[config.mk]
export PLATFORM = sky130hd
export DESIGN_NAME = tagged_chunk_deframer_xor_decrypt_flat
export DESIGN_NICKNAME = d
export VERILOG_FILES = /design/src/rtl/core/tcdx_pkg.sv /design/src/rtl/core/tcdx_if.sv /design/src/rtl/core/tcdx_parser.sv /design/src/rtl/core/tcdx_out_reg.sv /design/src/rtl/core/tagged_chunk_deframer_xor_decrypt.sv /design/src/flat_wrapper.sv
export SDC_FILE = /design/constraint.sdc
export NUM_CORES = 1
export LEC_CHECK = 0
export BUFFER_PORTS_ARGS = -buffer_cell sky130_fd_sc_hd__buf_2
export CORE_AREA = 2 2 183 185
export DETAILED_ROUTE_END_ITERATION = 8
export DIE_AREA = 0 0 185 187
export PLACE_DENSITY = 0.49
export SLEW_MARGIN = 0
export SYNTH_ARGS = -nofsm -noshare
export SYNTH_HDL_FRONTEND = slang
export SYNTH_SLANG_ARGS = --single-unit
export TNS_END_PERCENT = 20
[constraint.sdc]
create_clock -name clock -period 11.5 [get_ports clock]
set_input_delay 1.15 -clock clock [delete_from_list [all_inputs] [get_ports clock]]
set_output_delay 1.15 -clock clock [all_outputs]
set_load 0.05 [all_outputs]
[src/rtl/core/tcdx_pkg.sv]
// ----------------------------------------------------------------------------
// tcdx_pkg
// Shared types and constants for the tagged chunk deframer.
// ----------------------------------------------------------------------------
`default_nettype none

package tcdx_pkg;

   // Tags as they appear on the wire, first character in the low byte
   localparam logic [31:0] MAGIC_FILE = 32'h3543_4553;   // "SEC5"
   localparam logic [31:0] MAGIC_CODE = 32'h4544_4F43;   // "CODE"
   localparam logic [31:0] MAGIC_ENDS = 32'h5344_4E45;   // "ENDS"
   localparam logic [7:0]  KEY_STEP   = 8'h12;

   localparam logic [2:0]  HDR_LAST   = 3'd7;

   // Parser phase codes
   localparam logic [1:0]  PH_FILE    = 2'd0;
   localparam logic [1:0]  PH_CHUNK   = 2'd1;
   localparam logic [1:0]  PH_DATA    = 2'd2;
   localparam logic [1:0]  PH_ERROR   = 2'd3;

   // Status codes
   localparam logic        ST_OK      = 1'b0;
   localparam logic        ST_BAD_MAG = 1'b1;

   typedef struct packed {
      logic [7:0]  out_byte;
      logic [31:0] chunk_tag;
      logic        has_data;
      logic        last_of_chunk;
      logic        status;
   } tcdx_rsp_type;

endpackage

`default_nettype wire

[src/rtl/core/tcdx_if.sv]
// ----------------------------------------------------------------------------
// tcdx_if
// Valid/ready channels for archive bytes in and deframed results out.
// ----------------------------------------------------------------------------
`default_nettype none

interface tcdx_req_if;
   logic       valid;
   logic       ready;
   logic [7:0] in_byte;
   logic       start_of_file;

   modport source (output valid, output in_byte, output start_of_file, input ready);
   modport sink   (input valid, input in_byte, input start_of_file, output ready);
endinterface

interface tcdx_rsp_if;
   logic        valid;
   logic        ready;
   logic [7:0]  out_byte;
   logic [31:0] chunk_tag;
   logic        has_data;
   logic        last_of_chunk;
   logic        status;

   modport source (output valid, output out_byte, output chunk_tag, output has_data,
                   output last_of_chunk, output status, input ready);
   modport sink   (input valid, input out_byte, input chunk_tag, input has_data,
                   input last_of_chunk, input status, output ready);
endinterface

`default_nettype wire

[src/rtl/core/tcdx_parser.sv]
// ----------------------------------------------------------------------------
// tcdx_parser
// Header collection, payload counting and XOR stream key, one accepted byte per cycle.
// ----------------------------------------------------------------------------
`default_nettype none

module tcdx_parser (
   input  wire logic                  clock,
   input  wire logic                  reset,
   input  wire logic                  accept,
   input  wire logic [7:0]            in_byte,
   input  wire logic                  start_of_file,
   output logic                       emit,
   output tcdx_pkg::tcdx_rsp_type     rsp
);
   import tcdx_pkg::*;

   logic [1:0]  phase_ff, phase_in;
   logic [2:0]  hcount_ff, hcount_in;
   logic [31:0] tag_ff, tag_in;
   logic [31:0] size_ff, size_in;
   logic [31:0] remain_ff, remain_in;
   logic [7:0]  key_ff, key_in;
   logic        decrypt_ff, decrypt_in;

   // state as seen by this byte (start of file restarts the parser)
   logic [1:0]  cur_phase;
   logic [2:0]  cur_hcount;
   logic [31:0] cur_tag, cur_size, cur_remain, hdr_tag, hdr_size, rem_dec;
   logic [7:0]  cur_key;
   logic        cur_decrypt, hdr_done;

   always_comb begin
      cur_phase   = start_of_file ? PH_FILE : phase_ff;
      cur_hcount  = start_of_file ? 3'd0    : hcount_ff;
      cur_tag     = start_of_file ? 32'd0   : tag_ff;
      cur_size    = start_of_file ? 32'd0   : size_ff;
      cur_remain  = start_of_file ? 32'd0   : remain_ff;
      cur_key     = start_of_file ? 8'd0    : key_ff;
      cur_decrypt = start_of_file ? 1'b0    : decrypt_ff;

      hdr_tag  = cur_tag;
      hdr_size = cur_size;
      if (!cur_hcount[2]) begin
         hdr_tag[{cur_hcount[1:0], 3'b000} +: 8] = in_byte;
      end else begin
         hdr_size[{cur_hcount[1:0], 3'b000} +: 8] = in_byte;
      end
      hdr_done = (cur_hcount == HDR_LAST);
      rem_dec  = cur_remain - 32'd1;

      phase_in   = phase_ff;
      hcount_in  = hcount_ff;
      tag_in     = tag_ff;
      size_in    = size_ff;
      remain_in  = remain_ff;
      key_in     = key_ff;
      decrypt_in = decrypt_ff;

      emit              = 1'b0;
      rsp.out_byte      = 8'd0;
      rsp.chunk_tag     = cur_tag;
      rsp.has_data      = 1'b0;
      rsp.last_of_chunk = 1'b0;
      rsp.status        = ST_OK;

      if (accept) begin
         phase_in   = cur_phase;
         hcount_in  = cur_hcount;
         tag_in     = cur_tag;
         size_in    = cur_size;
         remain_in  = cur_remain;
         key_in     = cur_key;
         decrypt_in = cur_decrypt;

         case (cur_phase)
            PH_FILE, PH_CHUNK: begin
               tag_in        = hdr_tag;
               size_in       = hdr_size;
               hcount_in     = hdr_done ? 3'd0 : cur_hcount + 3'd1;
               rsp.chunk_tag = hdr_tag;
               if (hdr_done) begin
                  if (cur_phase == PH_FILE) begin
                     if (hdr_tag != MAGIC_FILE) begin
                        phase_in   = PH_ERROR;
                        emit       = 1'b1;
                        rsp.status = ST_BAD_MAG;
                     end else begin
                        phase_in = PH_CHUNK;
                     end
                  end else if (hdr_tag != MAGIC_ENDS) begin
                     if (hdr_size == 32'd0) begin
                        // empty chunk marker
                        emit              = 1'b1;
                        rsp.last_of_chunk = 1'b1;
                     end else begin
                        remain_in  = hdr_size;
                        key_in     = 8'd0;
                        decrypt_in = (hdr_tag == MAGIC_CODE);
                        phase_in   = PH_DATA;
                     end
                  end
               end
            end
            PH_DATA: begin
               emit              = 1'b1;
               rsp.has_data      = 1'b1;
               rsp.out_byte      = cur_decrypt ? (in_byte ^ cur_key) : in_byte;
               rsp.last_of_chunk = (rem_dec == 32'd0);
               key_in            = cur_key + in_byte + KEY_STEP;
               remain_in         = rem_dec;
               if (rem_dec == 32'd0) begin
                  phase_in  = PH_CHUNK;
                  hcount_in = 3'd0;
               end
            end
            default: begin
               // error phase: drop bytes until the next start of file
            end
         endcase
      end
   end

   always_ff @(posedge clock) begin
      if (reset) begin
         phase_ff   <= PH_FILE;
         hcount_ff  <= 3'd0;
         tag_ff     <= 32'd0;
         size_ff    <= 32'd0;
         remain_ff  <= 32'd0;
         key_ff     <= 8'd0;
         decrypt_ff <= 1'b0;
      end else begin
         phase_ff   <= phase_in;
         hcount_ff  <= hcount_in;
         tag_ff     <= tag_in;
         size_ff    <= size_in;
         remain_ff  <= remain_in;
         key_ff     <= key_in;
         decrypt_ff <= decrypt_in;
      end
   end

endmodule

`default_nettype wire

[src/rtl/core/tcdx_out_reg.sv]
// ----------------------------------------------------------------------------
// tcdx_out_reg
// Result register; takes a new result in the cycle the old one transfers.
// ----------------------------------------------------------------------------
`default_nettype none

module tcdx_out_reg (
   input  wire logic                  clock,
   input  wire logic                  reset,
   input  wire logic                  load,
   input  wire tcdx_pkg::tcdx_rsp_type data,
   output logic                       free,
   tcdx_rsp_if.source                 rsp_chan
);
   import tcdx_pkg::*;

   logic         valid_ff, valid_in;
   tcdx_rsp_type data_ff, data_in;

   assign free     = !valid_ff || rsp_chan.ready;
   assign valid_in = load || (valid_ff && !rsp_chan.ready);
   assign data_in  = load ? data : data_ff;

   always_ff @(posedge clock) begin
      if (reset) begin
         valid_ff <= 1'b0;
      end else begin
         valid_ff <= valid_in;
      end
   end

   always_ff @(posedge clock) begin
      data_ff <= data_in;
   end

   assign rsp_chan.valid         = valid_ff;
   assign rsp_chan.out_byte      = data_ff.out_byte;
   assign rsp_chan.chunk_tag     = data_ff.chunk_tag;
   assign rsp_chan.has_data      = data_ff.has_data;
   assign rsp_chan.last_of_chunk = data_ff.last_of_chunk;
   assign rsp_chan.status        = data_ff.status;

endmodule

`default_nettype wire

[src/rtl/core/tagged_chunk_deframer_xor_decrypt.sv]
// ----------------------------------------------------------------------------
// tagged_chunk_deframer_xor_decrypt
// Deframes a tagged chunk archive byte by byte and decrypts CODE chunks.
// ----------------------------------------------------------------------------
// Usage:
//   req_chan carries one archive byte per transfer; start_of_file marks the
//   first byte of an archive and restarts the parser on that byte.
//   rsp_chan carries at most one result per input byte: a payload byte with
//   its chunk tag, an empty-chunk marker, or a bad-magic error.
//   Only a header's last byte can give a result; bytes after a bad magic give none.
//   Results are registered and reach rsp_chan the cycle after their byte transfers.
//   Throughput: one byte per cycle; the parser state updates in the cycle a
//   byte is taken and the result register frees in the cycle it transfers.
//   When the receiver stalls, the result holds and req_chan.ready drops until
//   the held result transfers.
//   Reset returns the parser to the file header and empties the result
//   register.
// ----------------------------------------------------------------------------
`default_nettype none

module tagged_chunk_deframer_xor_decrypt (
   input  wire logic  clock,
   input  wire logic  reset,
   tcdx_req_if.sink   req_chan,
   tcdx_rsp_if.source rsp_chan
);
   import tcdx_pkg::*;

   logic         free;
   logic         accept;
   logic         emit;
   tcdx_rsp_type rsp;

   assign req_chan.ready = free;
   assign accept         = req_chan.valid && free;

   tcdx_parser u_parser (
      .clock         (clock),
      .reset         (reset),
      .accept        (accept),
      .in_byte       (req_chan.in_byte),
      .start_of_file (req_chan.start_of_file),
      .emit          (emit),
      .rsp           (rsp)
   );

   tcdx_out_reg u_out_reg (
      .clock    (clock),
      .reset    (reset),
      .load     (emit),
      .data     (rsp),
      .free     (free),
      .rsp_chan (rsp_chan)
   );

endmodule

`default_nettype wire

[src/flat_wrapper.sv]
// flat-port wrapper written by rule: the top's interface ports become plain ports
module tagged_chunk_deframer_xor_decrypt_flat import tcdx_pkg::*;
  (clock, reset, req_chan_valid, req_chan_in_byte, req_chan_start_of_file, req_chan_ready, rsp_chan_valid, rsp_chan_out_byte, rsp_chan_chunk_tag, rsp_chan_has_data, rsp_chan_last_of_chunk, rsp_chan_status, rsp_chan_ready);
  tcdx_req_if req_chan_i ();
  tcdx_rsp_if rsp_chan_i ();
  input  wire logic clock;
  input  wire logic reset;
  input wire logic [$bits(req_chan_i.valid)-1:0] req_chan_valid;
  input wire logic [$bits(req_chan_i.in_byte)-1:0] req_chan_in_byte;
  input wire logic [$bits(req_chan_i.start_of_file)-1:0] req_chan_start_of_file;
  output wire logic [$bits(req_chan_i.ready)-1:0] req_chan_ready;
  output wire logic [$bits(rsp_chan_i.valid)-1:0] rsp_chan_valid;
  output wire logic [$bits(rsp_chan_i.out_byte)-1:0] rsp_chan_out_byte;
  output wire logic [$bits(rsp_chan_i.chunk_tag)-1:0] rsp_chan_chunk_tag;
  output wire logic [$bits(rsp_chan_i.has_data)-1:0] rsp_chan_has_data;
  output wire logic [$bits(rsp_chan_i.last_of_chunk)-1:0] rsp_chan_last_of_chunk;
  output wire logic [$bits(rsp_chan_i.status)-1:0] rsp_chan_status;
  input wire logic [$bits(rsp_chan_i.ready)-1:0] rsp_chan_ready;
  assign req_chan_i.valid = req_chan_valid;
  assign req_chan_i.in_byte = req_chan_in_byte;
  assign req_chan_i.start_of_file = req_chan_start_of_file;
  assign req_chan_ready = req_chan_i.ready;
  assign rsp_chan_valid = rsp_chan_i.valid;
  assign rsp_chan_out_byte = rsp_chan_i.out_byte;
  assign rsp_chan_chunk_tag = rsp_chan_i.chunk_tag;
  assign rsp_chan_has_data = rsp_chan_i.has_data;
  assign rsp_chan_last_of_chunk = rsp_chan_i.last_of_chunk;
  assign rsp_chan_status = rsp_chan_i.status;
  assign rsp_chan_i.ready = rsp_chan_ready;
  tagged_chunk_deframer_xor_decrypt u_core (.clock(clock), .reset(reset), .req_chan(req_chan_i), .rsp_chan(rsp_chan_i));
endmodule
==> run summary, run 1 <==
input/output buffers - 57
Final GP Congestion - 0.919
core area - 32900 µm²
Synth Register Bits - 154
Final Cell Area - 10800 µm²
DP Area - 10200 µm²
DIE AREA - 34600 µm²
count leader, synth - nand2_1
# diodes - 0
largest net degree at the start of global routing - 60
Worst slew margin - 0.135
Fmax - 184 MHz
Fin Setup TNS - 0 ns
first-pass GRT wire length - 54.9 mm
CP Launch Type - primary input
Req. time, crit path - 11.58 ns
initial DRC count - 938
routed len/inst - 21.7 µm
asr flop ratio synth - 0
Ys Warns - 0
H-Tree Depth - 4
share of cells above drive strength 1 - 0.111
post-synthesis sequential area ratio - 0.365
area delta synth->final - 12.4%
prevailing post-synth register cell - dfxtp_1
Peak VDD IR - 99.7 µV
CP max FO - 43
height of the die - 187 µm
Final ANT Viol Nets - 0
CTS buffer count - 17
setup ws final - 6.07 ns
final period utilization - 0.472
Mapped Avg Cell Area - 7.92 µm²
clk sinks - 154
Starting Density - 0.293
Setup Viol. Count Final - 0
dominant combinational cell family by area after synthesis - compound AO/OA/AOI/OAI gates
Netlist cell types - 87
worst slew pin tran - 1.29 ns
worst hold path class - reg2reg
outcome - completed
vias - 9630
Rows - 67
die width - 185 µm
top cell type's share of synthesized area - 0.231
Post-Place Setup Slack - 5.75 ns
leakage power - 0.00386 µW
count of final hold-check violations - 0
Skew-Pair Late Insertion Delay - 0.45 ns
Syn Nets - 1249
RSZ-0062 raised after global routing - no
WL final - 36.2 mm
Final Skew - 0.0136 ns
Hold Buf Count CTS - 0
fillers - 3548
most frequent cells after synthesis - nand2_1, nor2_1, dfxtp_1, o21ai_0, a21oi_1
top post-synthesis cells by area - dfxtp_1, edfxtp_1, nand2_1
max cap viols - 0
CTS tree - done
Final min period - 5.43 ns
CTS Buffer Depth - 2
initial antenna violation count - 0
footprint of the multi-input gates - 5580 µm²
number of synthesized flops with an enable pin - 43
Mapped Cells - 1214
total gr overflow - 0
CP Class - in2reg
post-synthesis adder-cell area fraction - 0.0294
post-synthesis xor/xnor area fraction - 0.0191
io pins - 58
GR Util All Layers - 0.207
Root Driver - clkbuf_16
simple-gate share of the synthesized area - 0.237
Pwr Density - 128 nW/µm²
Synth Area in Compound Gates - 0.287
buffer count from post-CTS setup fixing - 0
HPWL after DPL - 24.7 mm
iteration count of the initial detailed-routing pass - 6
Slew Viols, Final - 0
CP Capture Type - flip-flop
synthesized cell area - 9620 µm²
Synth area leader - dfxtp_1
sequential cell area - 3510 µm²
Reg clk slew, reported paths - 0.07 ns
post-synthesis mux area share - 0.00533
vias in the first global route - 8885
Post-layout nets - 1244
Via density - 5.77
crit path DAT - 5.51 ns
post-cts resize count - 0
drc violations - 0
[through the flow]
stage	hold slack (ns)	total power (µW)	instances	utilization
after CTS	0.465	1400	1670	0.329
after floorplan	0.436	735	1214	-
final	0.468	1390	1670	0.329
after global placement	0.449	798	1638	0.311
after global routing	0.481	1440	1670	0.329
after detailed placement	0.455	798	1638	0.311
[critical path, cell delays in order]
cell and delay, ns:
buf_2 0.28, nand2b_4 0.26, ha_1 0.33, nor3b_4 0.87
nand2_1 0.32, or3_1 0.44, and4_1 0.20, nand4_1 0.23
nor2_2 0.05, buf_4 0.24, o21ai_0 0.19, o211ai_1 0.21
a21oi_4 0.19, buf_4 0.46
[per-layer routing]
layer,share of wire,track usage
met3,0.074,0.0452
met2,0.44,0.316
met5,0,0
met1,0.46,0.291
met4,0.025,0.0614
[state kept, by name (all words and copies together), names as in the netlist]
register	flops
u_core.u_out_reg.rsp_chan.has_data	1
u_core.u_out_reg.rsp_chan.out_byte	8
u_core.u_out_reg.rsp_chan.status	1
u_core.u_parser.tag_ff	32
u_core.u_parser.remain_ff	32
u_core.u_out_reg.rsp_chan.last_of_chunk	1
u_core.u_out_reg.rsp_chan.valid	1
u_core.u_parser.hcount_ff	3
u_core.u_parser.size_ff	32
u_core.u_parser.phase_ff	2
u_core.u_out_reg.rsp_chan.chunk_tag	32
u_core.u_parser.key_ff	8
u_core.u_parser.decrypt_ff	1
[power breakdown]
group / leakage, µW / internal [µW] / total (µW) / switching (µW)
sequential: 0.00129 / 568 / 581 / 13.0
combinational: 0.00228 / 63.0 / 208 / 145
clock: 0.000291 / 330 / 600 / 270
[cells in the final DEF (no fill, tap or decap), drive strengths merged, types with 14 or more instances in the layout]
cell type,instances
nor3,42
a211oi,27
buf,78
inv,35
ha,21
a32oi,20
nand4,14
a21oi,100
clkbuf,18
nor4,17
edfxtp,43
nand2,147
dfxtp,111
or3,16
a22oi,24
o21ai,104
nor2b,18
nor2,122
a31oi,20
nand3,36
[area by class of cell]
class	instances	share of cell area
Sequential cell	154	0.325
Tap cell	448	0.0518
Multi-Input combinational cell	929	0.516
Inverter	29	0.0101
Timing Repair Buffer	78	0.0410
Clock inverter	14	0.0164
Clock buffer	18	0.0397
[cell families after synthesis]
kind of cell,count (synthesis)
buf+inv,131
compound gates,409
fa+ha+maj,22
flops,154
mux,5
simple gates,472
xor+xnor,21
[path summary, 6_finish.rpt]
kind | slack, ns | depth (start not counted) | start | end
worst max-delay path | 6.07 | 14 | req_chan_start_of_file | u_core.u_out_reg.rsp_chan.chunk_tag[20]
worst min-delay path | 0.47 | 2 | u_core.u_parser.key_ff[2] | u_core.u_parser.key_ff[2]
worst min register to register | 0.47 | 2 | u_core.u_parser.key_ff[2] | u_core.u_parser.key_ff[2]
worst max register to register | 6.69 | 13 | u_core.u_parser.hcount_ff[0] | u_core.u_out_reg.rsp_chan.chunk_tag[20]
Note: power is estimated with default switching activity, not from simulation.
==> run 2: changes to the inputs <==
--- a/config.mk
+++ b/config.mk
@@ -9,7 +9,7 @@
 export CORE_AREA = 2 2 183 185
 export DETAILED_ROUTE_END_ITERATION = 8
 export DIE_AREA = 0 0 185 187
-export PLACE_DENSITY = 0.49
+export PLACE_DENSITY = 0.5
 export SLEW_MARGIN = 0
 export SYNTH_ARGS = -nofsm -noshare
 export SYNTH_HDL_FRONTEND = slang
==> constraint.sdc (replaced) <==
create_clock -name clock -period 4.5 [get_ports clock]
set_input_delay 0.45 -clock clock [delete_from_list [all_inputs] [get_ports clock]]
set_output_delay 0.45 -clock clock [all_outputs]
set_load 0.05 [all_outputs]
==> run 2 against run 1 <==
- worst setup slack got worse by 5.6 ns
- largest power group is now sequential cells
- flip-flop and latch count unchanged
- clock skew increased by 0.0015 ns
- core utilization up 0.73 points
- final area is 2.2% higher
- clock power is 150% higher
==> run summary, run 2 (same netlist as run 1, synthesis figures left out) <==
reg2reg setup slack - 0.51 ns (was 6.69 ns)
most common cell after layout, fill and taps aside - nand2_1 (unchanged)
worst slew pin tran - 1.18 ns (was 1.29 ns)
DIE AREA - 34600 µm² (unchanged)
initial DRC count - 970 (was 938)
CP Launch Type - flip-flop (was primary input)
first-pass GRT wire length - 55.5 mm (was 54.9 mm)
vias - 9761 (was 9630)
Rows - 67 (unchanged)
share of cells above drive strength 1 - 0.135 (was 0.111)
Final ANT Viol Nets - 0 (unchanged)
Reg clk slew, reported paths - 0.07 ns (about the same)
final period utilization - 0.886
Final min period - 3.99 ns
hold path cells - 3 (was 2)
buffer count from post-CTS setup fixing - 0 (unchanged)
leakage power - 0.00401 µW (was 0.00386 µW)
commonest non-fill, non-tap cells in the layout - nand2_1, nor2_1, dfxtp_1, o21ai_0, a21oi_1 (unchanged)
RR Startpoint - u_core.u_parser.hcount_ff[1] (was u_core.u_parser.hcount_ff[0])
iteration count of the initial detailed-routing pass - 6 (unchanged)
Slew Viols, Final - 0 (unchanged)
Root Driver - clkbuf_16 (unchanged)
footprint of the multi-input gates - 5610 µm² (was 5580 µm²)
Final Skew - 0.0151 ns (was 0.0136 ns)
HPWL after DPL - 26.0 mm (was 24.7 mm)
Pwr Density - 317 nW/µm² (was 128 nW/µm²)
largest net degree at the start of global routing - 85 (was 60)
vias in the first global route - 8987 (was 8885)
worst hold path class - in2reg (was reg2reg)
Req. time, crit path - 4.88 ns (was 11.58 ns)
HP Start - req_chan_in_byte[2] (was u_core.u_parser.key_ff[2])
Post-layout nets - 1272 (was 1244)
crit path DAT - 4.37 ns (was 5.51 ns)
most used routing layer - met2 (unchanged)
Hold Buf Count CTS - 0 (unchanged)
initial antenna violation count - 1 (was 0)
H-Tree Depth - 4 (unchanged)
post-cts resize count - 0 (unchanged)
CTS tree - done (unchanged)
WL final - 36.8 mm (was 36.2 mm)
hold endpoint - u_core.u_parser.size_ff[2] (was u_core.u_parser.key_ff[2])
Setup Viol. Count Final - 0 (unchanged)
clk sinks - 154 (unchanged)
count of final hold-check violations - 0 (unchanged)
drc violations - 0 (unchanged)
CP max FO - 29 (was 43)
area delta synth->final - 14.9% (was 12.4%)
GR Layer Usage met2 - 0.331 (was 0.316)
height of the die - 187 µm (unchanged)
routed len/inst - 21.7 µm (about the same)
fillers - 3521 (was 3548)
Starting Density - 0.293 (unchanged)
Fmax - 251 MHz
CP Class - reg2reg (was in2reg)
die width - 185 µm (unchanged)
Fin Setup TNS - 0 ns (unchanged)
Via density - 5.75 (was 5.77)
Final GP Congestion - 0.910 (was 0.919)
FF-to-FF End - u_core.u_parser.remain_ff[22] (was u_core.u_out_reg.rsp_chan.chunk_tag[20])
met1 Resource Use GR - 0.290 (was 0.291)
core area - 32900 µm² (unchanged)
max cap viols - 0 (unchanged)
outcome - completed (unchanged)
total gr overflow - 0 (unchanged)
GR Util All Layers - 0.209 (was 0.207)
DP Area - 10500 µm² (was 10200 µm²)
Worst slew margin - 0.209 (was 0.135)
Final Cell Area - 11100 µm² (was 10800 µm²)
met3 Track Usage GR - 0.0354 (was 0.0452)
CP Capture Type - flip-flop (unchanged)
CTS Buffer Depth - 2 (unchanged)
Peak VDD IR - 292 µV (was 99.7 µV)
R2R cell count - 13 (unchanged)
sequential cell area - 3510 µm² (unchanged)
RSZ-0062 raised after global routing - no (unchanged)
Skew-Pair Late Insertion Delay - 0.45 ns (about the same)
CTS buffer count - 17 (unchanged)
io pins - 58 (unchanged)
input/output buffers - 57 (unchanged)
==> run 2: worst max-delay path by stage <==
stage                            startpoint                                       to  cells past startpoint
6_report       u_core.u_parser.hcount_ff[1]            u_core.u_parser.remain_ff[22]                     13
5_1_grt        u_core.u_parser.hcount_ff[1]            u_core.u_parser.remain_ff[22]                     13
4_1_cts        u_core.u_parser.hcount_ff[1]            u_core.u_parser.remain_ff[22]                     13
3_5_place_dp         req_chan_start_of_file         u_core.u_out_reg.rsp_chan.status                     12
3_3_place_gp         req_chan_start_of_file  u_core.u_out_reg.rsp_chan.last_of_chunk                     12
2_1_floorplan        req_chan_start_of_file   u_core.u_out_reg.rsp_chan.chunk_tag[0]                     19
==> run 2: metrics by stage <==
step / util / hold WS, ns / instances / total power [µW] / setup WS [ns]
final: 0.336 / 0.408 / 1699 / 3510 / 0.513
after global routing: 0.336 / 0.391 / 1698 / 3630 / 0.206
after CTS: 0.336 / 0.383 / 1698 / 3530 / 0.608
after detailed placement: 0.318 / 0.458 / 1666 / 2060 / 0.272
after global placement: 0.318 / 0.449 / 1666 / 2060 / 0.278
after floorplan: - / 0.436 / 1214 / 1880 / 0.0246
==> run 2: area by class of cell <==
type                    instances  area share
flip-flops and latches        154       0.318
clock buffers                  17      0.0385
clock inverters                15      0.0158
inverters                      29     0.00984
repair buffers                106      0.0602
well taps                     448      0.0507
diodes                          1    0.000226
multi-input cells             929       0.507
==> run 2: critical path, cell delays in order, from the launching register on <==
cell	delay [ns]
dfxtp_1	0.38
nand2_1	0.14
ha_1	0.33
buf_4	0.17
nor2_2	0.25
nand3_1	0.33
o2bb2ai_1	0.34
and4bb_1	0.24
nand4_1	0.18
nor2_2	0.24
buf_4	0.37
nor2_1	0.26
a2111oi_0	0.44
o221a_1	0.25
==> run 2: where the power goes <==
part / internal (µW) / leakage (µW) / switching, µW / total (µW)
registers: 1450 / 0.00129 / 30.5 / 1480
clock network: 750 / 0.000294 / 724 / 1470
logic: 174 / 0.00243 / 379 / 553
total: 2380 / 0.00401 / 1130 / 3510
==> run 2: layer usage <==
layer  vias up  wire length (µm)
li1       4559                 -
met1      4705             16300
met2       439             17200
met3        58              2610
met4         0               740
met5         -                 0
